<file path="src/rss_pkg.sv">
// Shared constants, codes and control types of the request slot scheduler.
package rss_pkg;

  // Build default for the number of slots
  localparam int DEPTH_DEFAULT = 16;

  // Field widths
  localparam int HANDLE_W   = 16;
  localparam int NAME_W     = 13;
  localparam int SIZE_W     = 23;
  localparam int STATUS_W   = 3;
  localparam int POLICY_W   = 2;
  localparam int CFG_IDX_W  = 1;
  localparam int CFG_DATA_W = 5;

  // Key limits: name must stay below, size may reach its limit
  localparam logic [31:0] NAME_LIMIT = 32'd8192;
  localparam logic [31:0] SIZE_LIMIT = 32'd8192000;

  // Reset value of the slot count register
  localparam logic [CFG_DATA_W-1:0] SLOTS_RESET = 5'd16;

  // Request codes
  localparam logic FUNC_PUT  = 1'b0;
  localparam logic FUNC_TAKE = 1'b1;

  // Status codes
  localparam logic [STATUS_W-1:0] ST_STORED    = 3'd0;
  localparam logic [STATUS_W-1:0] ST_TAKEN     = 3'd1;
  localparam logic [STATUS_W-1:0] ST_FULL      = 3'd2;
  localparam logic [STATUS_W-1:0] ST_EMPTY     = 3'd3;
  localparam logic [STATUS_W-1:0] ST_KEY_LARGE = 3'd4;

  // Take policies (the unused code behaves as FIFO)
  localparam logic [POLICY_W-1:0] POLICY_FIFO = 2'd0;
  localparam logic [POLICY_W-1:0] POLICY_NAME = 2'd1;
  localparam logic [POLICY_W-1:0] POLICY_SIZE = 2'd2;

  // Configuration register indexes
  localparam logic [CFG_IDX_W-1:0] REG_POLICY = 1'b0;
  localparam logic [CFG_IDX_W-1:0] REG_SLOTS  = 1'b1;

  // Slot store commands
  typedef struct packed {
    logic write;      // store the held request at the address, mark valid
    logic clear_one;  // free the slot at the address
  } rss_mem_cmd_t;

  // Minimum search unit commands
  typedef struct packed {
    logic init;       // forget the current best
    logic step;       // a key from the store is present this cycle
    logic key_valid;  // that key belongs to an occupied slot
  } rss_min_cmd_t;

endpackage

</file>
<file path="src/rss_slot_mem.sv">
// Slot store: handle and key memories plus per-slot occupancy bits.
module rss_slot_mem #(
  parameter int DEPTH = rss_pkg::DEPTH_DEFAULT,
  localparam int IW = $clog2(DEPTH)
) (
  input  logic                        clk,
  input  logic                        rst,
  input  logic                        clear_all,
  input  rss_pkg::rss_mem_cmd_t       cmd,
  input  logic [IW-1:0]               addr,
  input  logic [rss_pkg::HANDLE_W-1:0] wr_handle,
  input  logic [rss_pkg::NAME_W-1:0]  wr_name,
  input  logic [rss_pkg::SIZE_W-1:0]  wr_size,
  input  logic                        key_by_name,
  output logic [DEPTH-1:0]            valid,
  output logic [rss_pkg::HANDLE_W-1:0] rd_handle,
  output logic [rss_pkg::SIZE_W-1:0]  rd_key
);
  import rss_pkg::*;

  logic [HANDLE_W-1:0] handle_mem [DEPTH];
  logic [NAME_W-1:0]   name_mem   [DEPTH];
  logic [SIZE_W-1:0]   size_mem   [DEPTH];

  // One write port, one registered read port at the same address
  always_ff @(posedge clk) begin
    if (cmd.write) begin
      handle_mem[addr] <= wr_handle;
      name_mem[addr]   <= wr_name;
      size_mem[addr]   <= wr_size;
    end
    rd_handle <= handle_mem[addr];
    rd_key    <= key_by_name ? SIZE_W'(name_mem[addr]) : size_mem[addr];
  end

  // Occupancy bits
  always_ff @(posedge clk) begin
    if (rst) begin
      valid <= '0;
    end else if (clear_all) begin
      valid <= '0;
    end else begin
      if (cmd.write) begin
        valid[addr] <= 1'b1;
      end
      if (cmd.clear_one) begin
        valid[addr] <= 1'b0;
      end
    end
  end

endmodule

</file>
<file path="src/rss_min_unit.sv">
// Shared compare unit: running minimum key over a slot scan, ties to the first seen.
module rss_min_unit #(
  parameter int DEPTH = rss_pkg::DEPTH_DEFAULT,
  localparam int IW = $clog2(DEPTH)
) (
  input  logic                       clk,
  input  logic                       rst,
  input  rss_pkg::rss_min_cmd_t      cmd,
  input  logic [IW-1:0]              idx,
  input  logic [rss_pkg::SIZE_W-1:0] key,
  output logic [IW-1:0]              best_idx
);
  import rss_pkg::*;

  logic              found;
  logic [SIZE_W-1:0] best_key;
  logic              take_new;

  // Strict less-than keeps the lowest slot on a tie
  assign take_new = cmd.step && cmd.key_valid && (!found || (key < best_key));

  always_ff @(posedge clk) begin
    if (rst) begin
      found <= 1'b0;
    end else if (cmd.init) begin
      found <= 1'b0;
    end else if (take_new) begin
      found <= 1'b1;
    end
  end

  always_ff @(posedge clk) begin
    if (take_new && !cmd.init) begin
      best_key <= key;
      best_idx <= idx;
    end
  end

endmodule

</file>
<file path="src/rss_seq.sv">
// Sequencer: request decode, slot scans, pointers, entry count and result register.
module rss_seq #(
  parameter int DEPTH = rss_pkg::DEPTH_DEFAULT,
  localparam int IW = $clog2(DEPTH),
  localparam int CW = $clog2(DEPTH + 1)
) (
  input  logic                         clk,
  input  logic                         rst,
  input  logic                         clear_all,
  input  logic [rss_pkg::POLICY_W-1:0] policy,
  input  logic [CW-1:0]                n,
  // request channel
  input  logic                         req_valid,
  output logic                         req_ready,
  input  logic                         func,
  input  logic [rss_pkg::HANDLE_W-1:0] handle,
  input  logic [rss_pkg::NAME_W-1:0]   name_key,
  input  logic [rss_pkg::SIZE_W-1:0]   size_key,
  // response channel
  output logic                         rsp_valid,
  input  logic                         rsp_ready,
  output logic [rss_pkg::STATUS_W-1:0] status,
  output logic [rss_pkg::HANDLE_W-1:0] handle_out,
  output logic [IW-1:0]                slot,
  // slot store
  output rss_pkg::rss_mem_cmd_t        mem_cmd,
  output logic [IW-1:0]                mem_addr,
  output logic [rss_pkg::HANDLE_W-1:0] wr_handle,
  output logic [rss_pkg::NAME_W-1:0]   wr_name,
  output logic [rss_pkg::SIZE_W-1:0]   wr_size,
  output logic                         key_by_name,
  input  logic [DEPTH-1:0]             valid,
  input  logic [rss_pkg::HANDLE_W-1:0] rd_handle,
  // minimum unit
  output rss_pkg::rss_min_cmd_t        min_cmd,
  output logic [IW-1:0]                min_idx,
  input  logic [IW-1:0]                best_idx
);
  import rss_pkg::*;

  typedef enum logic [3:0] {
    S_IDLE,
    S_PUT_SCAN,
    S_FIFO_SCAN,
    S_MIN_SCAN,
    S_MIN_DRAIN,
    S_MIN_PICK,
    S_READ,
    S_FETCH,
    S_RESP
  } state_t;

  state_t        state;
  logic [IW-1:0] cursor;
  logic [IW-1:0] sel;
  logic [IW-1:0] put_ptr;
  logic [IW-1:0] take_ptr;
  logic [CW-1:0] count;
  logic [IW-1:0] tag_idx;
  logic          tag_valid;
  logic          tag_live;
  logic [IW-1:0] n_last;
  logic [IW-1:0] cursor_inc;
  logic          key_big;
  logic          by_min;

  // Wrap point of the active slot range
  assign n_last     = IW'(n - CW'(1));
  assign cursor_inc = (cursor == n_last) ? '0 : cursor + IW'(1);

  assign key_big = (32'(name_key) >= NAME_LIMIT) || (32'(size_key) > SIZE_LIMIT);
  assign by_min  = (policy == POLICY_NAME) || (policy == POLICY_SIZE);

  assign req_ready = (state == S_IDLE);

  // Store and compare unit control
  assign mem_cmd.write     = (state == S_PUT_SCAN) && !valid[cursor];
  assign mem_cmd.clear_one = (state == S_READ);
  assign mem_addr          = (state == S_READ) ? sel : cursor;
  assign min_cmd.init      = (state == S_IDLE);
  assign min_cmd.step      = tag_live;
  assign min_cmd.key_valid = tag_valid;
  assign min_idx           = tag_idx;

  always_ff @(posedge clk) begin
    if (rst) begin
      state     <= S_IDLE;
      rsp_valid <= 1'b0;
      put_ptr   <= '0;
      take_ptr  <= '0;
      count     <= '0;
      tag_live  <= 1'b0;
    end else begin
      tag_live <= 1'b0;
      if (clear_all) begin
        put_ptr  <= '0;
        take_ptr <= '0;
        count    <= '0;
      end
      unique case (state)
        S_IDLE: begin
          if (req_valid) begin
            wr_handle   <= handle;
            wr_name     <= name_key;
            wr_size     <= size_key;
            key_by_name <= (policy == POLICY_NAME);
            handle_out  <= '0;
            slot        <= '0;
            if (func == FUNC_PUT) begin
              if (key_big) begin
                status    <= ST_KEY_LARGE;
                rsp_valid <= 1'b1;
                state     <= S_RESP;
              end else if (count >= n) begin
                status    <= ST_FULL;
                rsp_valid <= 1'b1;
                state     <= S_RESP;
              end else begin
                cursor <= put_ptr;
                state  <= S_PUT_SCAN;
              end
            end else begin
              if (count == '0) begin
                status    <= ST_EMPTY;
                rsp_valid <= 1'b1;
                state     <= S_RESP;
              end else if (by_min) begin
                cursor <= '0;
                state  <= S_MIN_SCAN;
              end else begin
                cursor <= take_ptr;
                state  <= S_FIFO_SCAN;
              end
            end
          end
        end
        // first free slot from the put pointer; one is known to exist
        S_PUT_SCAN: begin
          if (!valid[cursor]) begin
            put_ptr   <= cursor_inc;
            count     <= count + CW'(1);
            status    <= ST_STORED;
            slot      <= cursor;
            rsp_valid <= 1'b1;
            state     <= S_RESP;
          end else begin
            cursor <= cursor_inc;
          end
        end
        // first occupied slot from the take pointer
        S_FIFO_SCAN: begin
          if (valid[cursor]) begin
            sel      <= cursor;
            take_ptr <= cursor_inc;
            state    <= S_READ;
          end else begin
            cursor <= cursor_inc;
          end
        end
        // read keys in slot order; each key is compared in the cycle after its read
        S_MIN_SCAN: begin
          tag_idx   <= cursor;
          tag_valid <= valid[cursor];
          tag_live  <= 1'b1;
          if (cursor == n_last) begin
            state <= S_MIN_DRAIN;
          end else begin
            cursor <= cursor_inc;
          end
        end
        S_MIN_DRAIN: begin
          state <= S_MIN_PICK;
        end
        S_MIN_PICK: begin
          sel   <= best_idx;
          state <= S_READ;
        end
        // free the chosen slot, handle read is in flight
        S_READ: begin
          count <= count - CW'(1);
          state <= S_FETCH;
        end
        S_FETCH: begin
          status     <= ST_TAKEN;
          handle_out <= rd_handle;
          slot       <= sel;
          rsp_valid  <= 1'b1;
          state      <= S_RESP;
        end
        S_RESP: begin
          if (rsp_ready) begin
            rsp_valid <= 1'b0;
            state     <= S_IDLE;
          end
        end
        default: begin
          state <= S_IDLE;
        end
      endcase
    end
  end

endmodule

</file>
<file path="src/request_slot_scheduler_unit.sv">
// Request slot scheduler top level: configuration registers and unit wiring.
//
// Usage: a bounded buffer of pending requests. A request word with func put
// stores handle, name_key and size_key in the first free slot at or after the
// rotating put pointer; a word with func take removes one entry chosen by the
// policy register (FIFO, smallest name key, smallest size key; ties to the
// lowest slot). Every request word gives exactly one response word with
// status, handle_out and slot. Full, empty and oversized keys are reported in
// status; nothing blocks.
// Channels: req_* and rsp_* are valid/ready; cfg_* writes register cfg_index
// (0 policy, 1 slots_in_use) and is always ready. Writing slots_in_use empties
// the buffer. Configure only while no request is in flight.
// Timing: one request at a time; req_ready is high only while idle. A
// rejected word needs no scan; a put scans from the put pointer to the first
// free slot, a FIFO take from the take pointer to the first occupied slot,
// a smallest-key take all n active slots, one slot per cycle through the slot
// store and the shared compare unit. req_ready rises in the cycle after the rsp handshake.
// Reset: buffer empty, pointers zero, policy FIFO, slots_in_use 16. If the
// receiver stalls, the response word holds and no new request is taken.
module request_slot_scheduler_unit #(
  parameter int DEPTH = rss_pkg::DEPTH_DEFAULT,
  localparam int IW = $clog2(DEPTH)
) (
  input  logic                           clk,
  input  logic                           rst,
  // configuration
  input  logic                           cfg_valid,
  output logic                           cfg_ready,
  input  logic [rss_pkg::CFG_IDX_W-1:0]  cfg_index,
  input  logic [rss_pkg::CFG_DATA_W-1:0] cfg_data,
  // request
  input  logic                           req_valid,
  output logic                           req_ready,
  input  logic                           func,
  input  logic [rss_pkg::HANDLE_W-1:0]   handle,
  input  logic [rss_pkg::NAME_W-1:0]     name_key,
  input  logic [rss_pkg::SIZE_W-1:0]     size_key,
  // response
  output logic                           rsp_valid,
  input  logic                           rsp_ready,
  output logic [rss_pkg::STATUS_W-1:0]   status,
  output logic [rss_pkg::HANDLE_W-1:0]   handle_out,
  output logic [IW-1:0]                  slot
);
  import rss_pkg::*;

  localparam int CW = $clog2(DEPTH + 1);

  logic [POLICY_W-1:0]   policy;
  logic [CFG_DATA_W-1:0] slots_in_use;
  logic                  clear_all;
  logic [31:0]           slots_ext;
  logic [CW-1:0]         n;

  rss_mem_cmd_t          mem_cmd;
  logic [IW-1:0]         mem_addr;
  logic [HANDLE_W-1:0]   wr_handle;
  logic [NAME_W-1:0]     wr_name;
  logic [SIZE_W-1:0]     wr_size;
  logic                  key_by_name;
  logic [DEPTH-1:0]      valid;
  logic [HANDLE_W-1:0]   rd_handle;
  logic [SIZE_W-1:0]     rd_key;
  rss_min_cmd_t          min_cmd;
  logic [IW-1:0]         min_idx;
  logic [IW-1:0]         best_idx;

  assign cfg_ready = 1'b1;
  assign clear_all = cfg_valid && (cfg_index == REG_SLOTS);

  // Configuration registers
  always_ff @(posedge clk) begin
    if (rst) begin
      policy       <= POLICY_FIFO;
      slots_in_use <= SLOTS_RESET;
    end else if (cfg_valid) begin
      unique case (cfg_index)
        REG_POLICY: policy       <= cfg_data[POLICY_W-1:0];
        REG_SLOTS:  slots_in_use <= cfg_data;
        default:    ;
      endcase
    end
  end

  // Active slot count, clamped to 1..DEPTH
  assign slots_ext = 32'(slots_in_use);
  always_comb begin
    if (slots_ext == 32'd0) begin
      n = CW'(1);
    end else if (slots_ext > 32'(DEPTH)) begin
      n = CW'(DEPTH);
    end else begin
      n = CW'(slots_ext);
    end
  end

  rss_seq #(.DEPTH(DEPTH)) u_seq (
    .clk         (clk),
    .rst         (rst),
    .clear_all   (clear_all),
    .policy      (policy),
    .n           (n),
    .req_valid   (req_valid),
    .req_ready   (req_ready),
    .func        (func),
    .handle      (handle),
    .name_key    (name_key),
    .size_key    (size_key),
    .rsp_valid   (rsp_valid),
    .rsp_ready   (rsp_ready),
    .status      (status),
    .handle_out  (handle_out),
    .slot        (slot),
    .mem_cmd     (mem_cmd),
    .mem_addr    (mem_addr),
    .wr_handle   (wr_handle),
    .wr_name     (wr_name),
    .wr_size     (wr_size),
    .key_by_name (key_by_name),
    .valid       (valid),
    .rd_handle   (rd_handle),
    .min_cmd     (min_cmd),
    .min_idx     (min_idx),
    .best_idx    (best_idx)
  );

  rss_slot_mem #(.DEPTH(DEPTH)) u_slot_mem (
    .clk         (clk),
    .rst         (rst),
    .clear_all   (clear_all),
    .cmd         (mem_cmd),
    .addr        (mem_addr),
    .wr_handle   (wr_handle),
    .wr_name     (wr_name),
    .wr_size     (wr_size),
    .key_by_name (key_by_name),
    .valid       (valid),
    .rd_handle   (rd_handle),
    .rd_key      (rd_key)
  );

  rss_min_unit #(.DEPTH(DEPTH)) u_min_unit (
    .clk      (clk),
    .rst      (rst),
    .cmd      (min_cmd),
    .idx      (min_idx),
    .key      (rd_key),
    .best_idx (best_idx)
  );

endmodule
</file>
<file path="config.mk">
export PLATFORM = sky130hd
export DESIGN_NAME = request_slot_scheduler_unit
export DESIGN_NICKNAME = d
export VERILOG_FILES = /design/src/rss_pkg.sv /design/src/rss_slot_mem.sv /design/src/rss_min_unit.sv /design/src/rss_seq.sv /design/src/request_slot_scheduler_unit.sv
export SDC_FILE = /design/constraint.sdc
export NUM_CORES = 1
export LEC_CHECK = 0
export BUFFER_PORTS_ARGS = -buffer_cell sky130_fd_sc_hd__clkbuf_2
export CAP_MARGIN = 5
export CELL_PAD_IN_SITES_DETAIL_PLACEMENT = 0
export CELL_PAD_IN_SITES_GLOBAL_PLACEMENT = 1
export CORE_ASPECT_RATIO = 1.75
export CORE_MARGIN = 3
export CORE_UTILIZATION = 54
export CTS_CLUSTER_SIZE = 30
export DETAILED_ROUTE_END_ITERATION = 10
export PLACE_DENSITY = 0.91
export SLEW_MARGIN = 20
export SYNTH_ARGS = -nofsm -noshare
export SYNTH_HDL_FRONTEND = slang
export SYNTH_SLANG_ARGS = --single-unit
</file>
<file path="constraint.sdc">
create_clock -name clk -period 9 [get_ports clk]
set_clock_uncertainty 0.1 [all_clocks]
set_input_delay 0.9 -clock clk [delete_from_list [all_inputs] [get_ports clk]]
set_output_delay 0.9 -clock clk [all_outputs]
set_load 0.02 [all_outputs]
</file>
==> qor.txt, run 1 <==
Status -> completed
Final cycle utilization of the critical path -> 50.57%
Worst Setup End Kind -> flip-flop
Cts hold-fix bufs -> 0
Die Width -> 211.4 µm
# clock sinks -> 1030
Fmax -> 219.7 MHz
Final wirelength -> 93.55 mm
Layout cells sized above 1 -> 16.10%
Buffer depth of the longest clock path -> 3
Total of max-cap violations -> 0
Placement Cell Area -> 41420 µm²
Syn Nets -> 2418
Final hold slack -> 0.3130 ns
Starting DRC count in detailed routing -> 2556
Post-route setup slack -> 4.448 ns
Most frequent cells in the layout -> edfxtp_1 (948), nand2_1 (237), mux2i_1 (191), a21oi_1 (108), nand3_1 (101)
Y dimension of the die -> 365.5 µm
DRC -> 0
Async S/R FF share, synth -> 0%
Cell Pwr Density -> 237.8 nW/µm²
VDD IR max -> 0.0001432 V
Die area -> 77260 µm²
Dpl cells -> 3266
Synth warn -> 0
Syn avg cell area -> 17.18 µm²
Clock transition at path regs -> 0.07 ns
ANT nets after route -> 0
Fin crit period -> 4.552 ns
CTS tree -> built
Post-CTS resize count -> 0
# nets final -> 2523
Slew HR -> 22.21%
Setup_tns -> 0 ns
Avg Vias per Cell -> 6.408
DRT Pass-1 Iters -> 6
Area of the multi-input gates -> 9235 µm²
CP Max Fanout -> 38
Pin count of the biggest net entering global routing -> 112
Area delta synth->final -> 11.21%
Seq. cell area -> 30110 µm²
First-pass GRT wire length -> 138.3 mm
Count of cell types in the netlist -> 65
All-Layer GR Usage -> 24.25%
Clk_lat worst skew -> 0.66 ns
Worst EP required -> 9.48 ns
Ranking of synthesized cells by area -> edfxtp_1 (71%), mux4_2 (5.6%), mux2i_1 (4.9%), dfxtp_1 (4.1%), nand2_1 (2.2%)
Synth area leader -> edfxtp_1
Synthesized cell area -> 39870 µm²
Leakage Power -> 0.01496 µW
WP data arrival -> 5.03 ns
Max H-tree Level -> 3
GPL Wtd Cong -> 0.8232
Number of synthesized flops with an enable pin -> 948
Fillers -> 5060
Top cell type's share of synthesized area -> 71.40%
Total CTS buffers -> 88
Count of pins over their slew limit -> 0
Critical path startpoint category -> flip-flop
Post-Layout Cell Count -> 3428
I/O pins -> 90
IO Port Bufs -> 88
DR WL/cell -> 27.29 µm
Total grt overflow -> 0
Final Instance Area -> 44340 µm²
Worst reg2reg setup slack -> 4.45 ns
Dpl ws -> 4.080 ns
Sequential-to-total area share from yosys stat -> 75.52%
Worst Hold Class -> in2reg
Crit Path Category -> reg2reg
Via Count -> 21965
RSZ-0062 raised after global routing -> no
Setup bufs post-CTS -> 0
Post-Synthesis Cells -> 2321
Initial antenna violation count -> 1
DPL Wire Length -> 49.44 mm
Root buffer cell -> clkbuf_16
Actual slew at the worst max-slew pin -> 1.167 ns
Starting density of the core -> 54.54%
Final setup violating endpoints -> 0
# rows -> 131
Most used DFF post-synth -> edfxtp_1
Core footprint -> 73100 µm²
Leading cell type in the layout, fill and taps excluded -> edfxtp_1
Register bit total from synthesis -> 1030
Final Hold Vio Count -> 0
Antenna cell count -> 0
Vias in the first global route -> 22609
==> cells in the mapped netlist, types with 7 or more instances <==
| cell type | number |
|---|---|
| inv_1 | 37 |
| nand3b_1 | 7 |
| nor2b_1 | 11 |
| nand3_1 | 101 |
| buf_4 | 18 |
| nor2_1 | 44 |
| nand2_1 | 237 |
| a21oi_1 | 108 |
| clkbuf_1 | 51 |
| o21a_1 | 13 |
| nand2b_1 | 12 |
| a31oi_1 | 12 |
| a22oi_1 | 60 |
| a21o_1 | 9 |
| mux4_2 | 100 |
| nor3_1 | 14 |
| edfxtp_1 | 948 |
| a211oi_1 | 7 |
| o221ai_1 | 13 |
| buf_2 | 35 |
| ha_1 | 33 |
| and2_1 | 17 |
| o21ai_0 | 31 |
| mux2i_1 | 196 |
| o22ai_1 | 11 |
| buf_6 | 7 |
| nor4_1 | 23 |
| dfxtp_1 | 82 |
| o2111ai_1 | 12 |
| mux2_2 | 7 |
==> final timing paths <==
path,endpoint,cells past startpoint,startpoint
hold / removal,u_seq.wr_handle[11],1,handle[11]
setup / recovery,u_slot_mem.rd_key[22],9,u_seq.state[1]
setup reg to reg,u_slot_mem.rd_key[22],9,u_seq.state[1]
hold reg to reg,u_min_unit.best_idx[2],0,u_seq.min_idx[2]
==> final cells by class <==
| type | count | share of cell area [%] |
|---|---|---|
| repair buffers | 131 | 1.795 |
| flip-flops and latches | 1030 | 67.91 |
| clock inverters | 43 | 0.9115 |
| multi-input cells | 1138 | 20.83 |
| inverters | 37 | 0.3132 |
| clock buffers | 118 | 5.618 |
| well taps | 931 | 2.627 |
==> metrics by stage <==
stage / util (%) / power [µW]
2_1_floorplan: - / 6426
3_3_place_gp: 56.65 / 6772
3_5_place_dp: 56.65 / 6817
4_1_cts: 60.62 / 10580
5_1_grt: 60.65 / 10870
6_report: 60.65 / 10540
==> cell families after synthesis <==
group / synth area share (%)
flops: 75.52
simple gates: 5.523
compound gates: 5.109
mux: 10.82
buf+inv: 1.852
fa+ha+maj: 1.036
xor+xnor: 0.1318
other cells: 0.009405
==> layer usage <==
layer  wire [µm]  vias to the layer above  global-route usage, %
met3        7440                      266                  3.658
met2       48240                     1228                  41.77
met4        4214                        0                  12.34
met1       33660                    11144                  30.03
met5           0                        -                      0
li1            -                     9327                      -
==> sequential cells by signal, summed over array words and instances (netlist names), 2 cells and up, named ones only <==
signal,cells
u_slot_mem.size_mem,368
u_slot_mem.handle_mem,256
u_slot_mem.name_mem,208
u_min_unit.best_key,23
u_seq.wr_size,23
u_slot_mem.rd_key,23
u_seq.handle_out,16
u_seq.wr_handle,16
u_slot_mem.rd_handle,16
u_slot_mem.valid,15
u_seq.wr_name,13
slots_in_use,5
u_seq.count,5
u_min_unit.best_idx,4
u_seq.cursor,4
u_seq.min_idx,4
u_seq.put_ptr,4
u_seq.sel,4
u_seq.slot,4
u_seq.state,4
u_seq.take_ptr,4
u_seq.status,3
policy,2
==> critical path, cell delays in order, from the launching register on <==
cell	delay [ns]
dfxtp_1	0.64
and4bb_1	0.26
buf_4	0.38
mux2_4	0.69
buf_4	0.64
buf_4	0.66
nor2_1	0.44
nand3_1	0.22
o2111ai_1	0.16
a22oi_1	0.24
==> where the power goes <==
| part | switching (µW) | total [µW] | leakage (µW) | internal [µW] |
|---|---|---|---|---|
| clock | 1660 | 3810 | 0.00142 | 2150 |
| combinational | 726 | 1150 | 0.00431 | 428 |
| sequential | 162 | 5580 | 0.00923 | 5420 |
No activity file was read; power rests on OpenSTA's default activity.
==> run 2, diff against run 1 <==
--- a/config.mk
+++ b/config.mk
@@ -5,16 +5,17 @@
 export SDC_FILE = /design/constraint.sdc
 export NUM_CORES = 1
 export LEC_CHECK = 0
+export ABC_AREA = 1
 export BUFFER_PORTS_ARGS = -buffer_cell sky130_fd_sc_hd__clkbuf_2
 export CAP_MARGIN = 5
 export CELL_PAD_IN_SITES_DETAIL_PLACEMENT = 0
 export CELL_PAD_IN_SITES_GLOBAL_PLACEMENT = 1
 export CORE_ASPECT_RATIO = 1.75
 export CORE_MARGIN = 3
-export CORE_UTILIZATION = 54
+export CORE_UTILIZATION = 46
 export CTS_CLUSTER_SIZE = 30
 export DETAILED_ROUTE_END_ITERATION = 10
-export PLACE_DENSITY = 0.91
+export PLACE_DENSITY = 0.88
 export SLEW_MARGIN = 20
 export SYNTH_ARGS = -nofsm -noshare
 export SYNTH_HDL_FRONTEND = slang
==> constraint.sdc (replaced) <==
create_clock -name clk -period 3.9 [get_ports clk]
set_clock_uncertainty 0.1 [all_clocks]
set_input_delay 0.39 -clock clk [delete_from_list [all_inputs] [get_ports clk]]
set_output_delay 0.39 -clock clk [all_outputs]
set_load 0.02 [all_outputs]
==> run 2 against run 1 <==
Synthesized cell count up 52%. Final area rose by 5.2%. Setup slack got worse by 3.8 ns. Total power is 140% higher. Critical endpoint is now u_slot_mem.name_mem[13][5]. Largest power group unchanged.
==> qor.txt, run 2 <==
Status -> completed
Switch share -> 26.03% (+1.8 points)
Cell breakdown of the critical path -> nor2_4, nand2_2, buf_4, nand2_1, o21ai_1, inv_1, nor2_4, buf_4, nand2_1, nor2_4, buf_4
First-pass GRT wire length -> 151.1 mm (+9.2%)
Final setup violating endpoints -> 0 (unchanged)
CP Max Fanout -> 29 (-24%)
Post-CTS resize count -> 0 (unchanged)
Actual slew at the worst max-slew pin -> 0.8895 ns (-0.2774 ns)
WP data arrival -> 3.45 ns (-1.58 ns)
Crit Path Category -> reg2reg
Setup bufs post-CTS -> 0 (unchanged)
Dpl ws -> 0.6932 ns (-3.386 ns)
Layout cells sized above 1 -> 9.270% (-6.8 points)
Starting DRC count in detailed routing -> 2256 (-12%)
# rows -> 143 (+9.2%)
DRC -> 0 (unchanged)
Total of max-cap violations -> 0 (unchanged)
Cts hold-fix bufs -> 61 (+61)
Fillers -> 7334 (+45%)
VDD IR max -> 0.0004453 V (+210%)
# clock sinks -> 1030 (unchanged)
Max stage delay on crit path -> 0.43 ns (-0.26 ns)
Core footprint -> 87310 µm² (+19%)
Pin count of the biggest net entering global routing -> 93 (-17%)
Worst EP required -> 4.11 ns (-5.37 ns)
Vias in the first global route -> 25749 (+14%)
Post-route setup slack -> 0.6595 ns (-3.789 ns)
Total CTS buffers -> 87 (-1.1%)
DRT Pass-1 Iters -> 6 (unchanged)
Post-Layout Cell Count -> 4914 (+43%)
Final cycle utilization of the critical path -> 83.09% (+33 points)
Worst reg2reg setup slack -> 0.66 ns (-3.79 ns)
Cell Pwr Density -> 536.8 nW/µm² (+130%)
Die area -> 92210 µm² (+19%)
Async S/R FF share, synth -> 0% (unchanged)
Die Width -> 230.8 µm (+9.2%)
Synth area leader -> edfxtp_1
Largest register FFs -> 368 (unchanged)
Logic pwr share -> 11.8% (+0.9 points)
DR WL/cell -> 20.45 µm (-25%)
Reg power frac -> 51.4% (-1.5 points)
Via Count -> 25942 (+18%)
Max H-tree Level -> 3 (unchanged)
All-Layer GR Usage -> 21.77% (-2.5 points)
Critical path startpoint category -> flip-flop
Top reg by flops -> u_slot_mem.size_mem
Count of pins over their slew limit -> 0 (unchanged)
Total grt overflow -> 0 (unchanged)
CTS tree -> built
Worst Setup End Kind -> flip-flop
Post-synth top cells -> nand2_1 (1612), edfxtp_1 (948), nor2_1 (170)
Top cell type's share of synthesized area -> 69.95% (-1.4 points)
Worst Hold Class -> in2reg
Number of synthesized flops with an enable pin -> 948 (unchanged)
I/O pins -> 90 (unchanged)
Syn Nets -> 3620 (+50%)
Post-Synthesis Cells -> 3523 (+52%)
Synth warn -> 0 (unchanged)
Internal -> 18520 µW (+130%)
Leakage Power -> 0.01753 µW (+17%)
Avg Vias per Cell -> 5.279 (-18%)
Seq. cell area -> 30110 µm² (unchanged)
Initial antenna violation count -> 0 (-1)
Fmax -> 308.6 MHz (+40%)
Starting density of the core -> 46.61% (-7.9 points)
Clk_lat worst skew -> 0.69 ns (+0.03 ns)
Dpl cells -> 4689 (+44%)
Ranking of synthesized cells by area -> edfxtp_1 (70%), nand2_1 (15%), dfxtp_1 (4.0%), nor2_1 (1.6%), nand4_1 (1.4%)
Register bit total from synthesis -> 1030 (unchanged)
Count of cell types in the netlist -> 36 (-45%)
Synthesized cell area -> 40700 µm² (+2.1%)
Final Hold Vio Count -> 0 (unchanged)
Fin crit period -> 3.240 ns (-1.311 ns)
RSZ-0062 raised after global routing -> no
Most frequent cells in the layout -> nand2_1 (1611), edfxtp_1 (948), nor2_1 (149), inv_1 (106), nand3_1 (100)
Antenna cell count -> 0 (unchanged)
Syn avg cell area -> 11.55 µm² (-33%)
DPL Wire Length -> 57.67 mm (+17%)
IO Port Bufs -> 88 (unchanged)
Leading cell type in the layout, fill and taps excluded -> nand2_1
Regs by FF count -> u_slot_mem.size_mem (368), u_slot_mem.handle_mem (256), u_slot_mem.name_mem (208)
Area delta synth->final -> 14.59%
# nets final -> 3776 (+50%)
ANT nets after route -> 0 (unchanged)
Slew HR -> 40.25% (+18 points)
Area of the multi-input gates -> 9609 µm² (+4.1%)
CP max stage cell -> dfxtp_1
Y dimension of the die -> 399.5 µm (+9.3%)
GPL Wtd Cong -> 0.8352 (+1.5%)
Clk pwr share -> 36.8% (+0.7 points)
Final wirelength -> 100.5 mm (+7.4%)
Root buffer cell -> clkbuf_16
Most used DFF post-synth -> edfxtp_1
Clock transition at path regs -> 0.07 ns (about the same)
Buffer depth of the longest clock path -> 3 (unchanged)
Top-count cell post-synth -> nand2_1
Net Sw Power -> 6515 µW (+160%)
Sequential-to-total area share from yosys stat -> 73.99% (-1.5 points)
run 2: cell types whose count changed in the layout (fill, tap and decap cells not counted), sizes merged, moves of 52 or more:
| cell | delta |
|---|---|
| o21ai | +52 |
| a22oi | -60 |
| nand2 | +1378 |
| inv | +73 |
| dlygate4sd3 | +61 |
| nand4 | +85 |
| mux2i | -197 |
| mux4 | -100 |
| nor2 | +131 |
run 2: per-stage QoR:
| step | power [µW] | instance area (µm²) | TNS [ns] | utilization, % | hold slack (ns) |
|---|---|---|---|---|---|
| after floorplan | 14870 | 40700 | -245.19 | - | 0.3003 |
| after CTS | 25190 | 46630 | 0 | 53.41 | 0.01247 |
| after global placement | 15960 | 42950 | 0 | 49.19 | 0.3025 |
| final | 25030 | 46630 | 0 | 53.41 | 0.06132 |
| after detailed placement | 16010 | 42950 | 0 | 49.19 | 0.3110 |
| after global routing | 25960 | 46630 | 0 | 53.41 | 0.06617 |
run 2: cells by family after synthesis:
logic type / after synthesis / share of synthesized area (%)
other: 1 / 0.009215
AND/OR/NAND/NOR: 1993 / 19.38
XOR/XNOR: 6 / 0.1291
adder cells (fa/ha/maj): 33 / 1.015
flip-flops: 1030 / 73.99
buffers and inverters: 270 / 3.001
AO/OA/AOI/OAI: 190 / 2.478
run 2: worst paths after layout:
path | cells after the start | startpoint | end
setup reg to reg | 11 | u_seq.state[0] | u_slot_mem.name_mem[13][5]
setup / recovery | 11 | u_seq.state[0] | u_slot_mem.name_mem[13][5]
hold reg to reg | 0 | u_seq.min_idx[1] | u_min_unit.best_idx[1]
hold / removal | 2 | rst | u_seq.state[2]
run 2: power by group through the flow:
stage / Sequential, µW / Clock, µW / Combinational (µW)
finish: 12900 / 9210 / 2950
global route: 12900 / 9790 / 3270
CTS: 12900 / 9350 / 2980
detailed placement: 13100 / 0 / 2910
global placement: 13100 / 0 / 2870
floorplan: 13000 / 0 / 1900
run 2: cell type report:
type,count,area share (%)
Timing Repair Buffer,228,4.250
Tap cell,1160,3.112
Clock buffer,100,4.794
Inverter,109,0.8773
Multi-Input combinational cell,2223,20.61
Clock inverter,64,1.798
Sequential cell,1030,64.56
run 2: worst max-delay path, delay by kind of cell, from the launching register on:
kind / cells / cell delay [ns]
simple gates: 6 / 0.87
buf+inv: 4 / 1.19
compound gates: 1 / 0.26
flops: 1 / 0.43
run 2: per-layer routing:
layer	routed length [µm]	GRT usage, %	vias to the layer above	part of all wire [%]
met5	0	0	-	0
met3	5367	2.607	196	5.3
met4	4225	10.06	0	4.2
met2	54350	40.85	838	54
met1	36570	24.56	12674	36
li1	-	-	12234	-
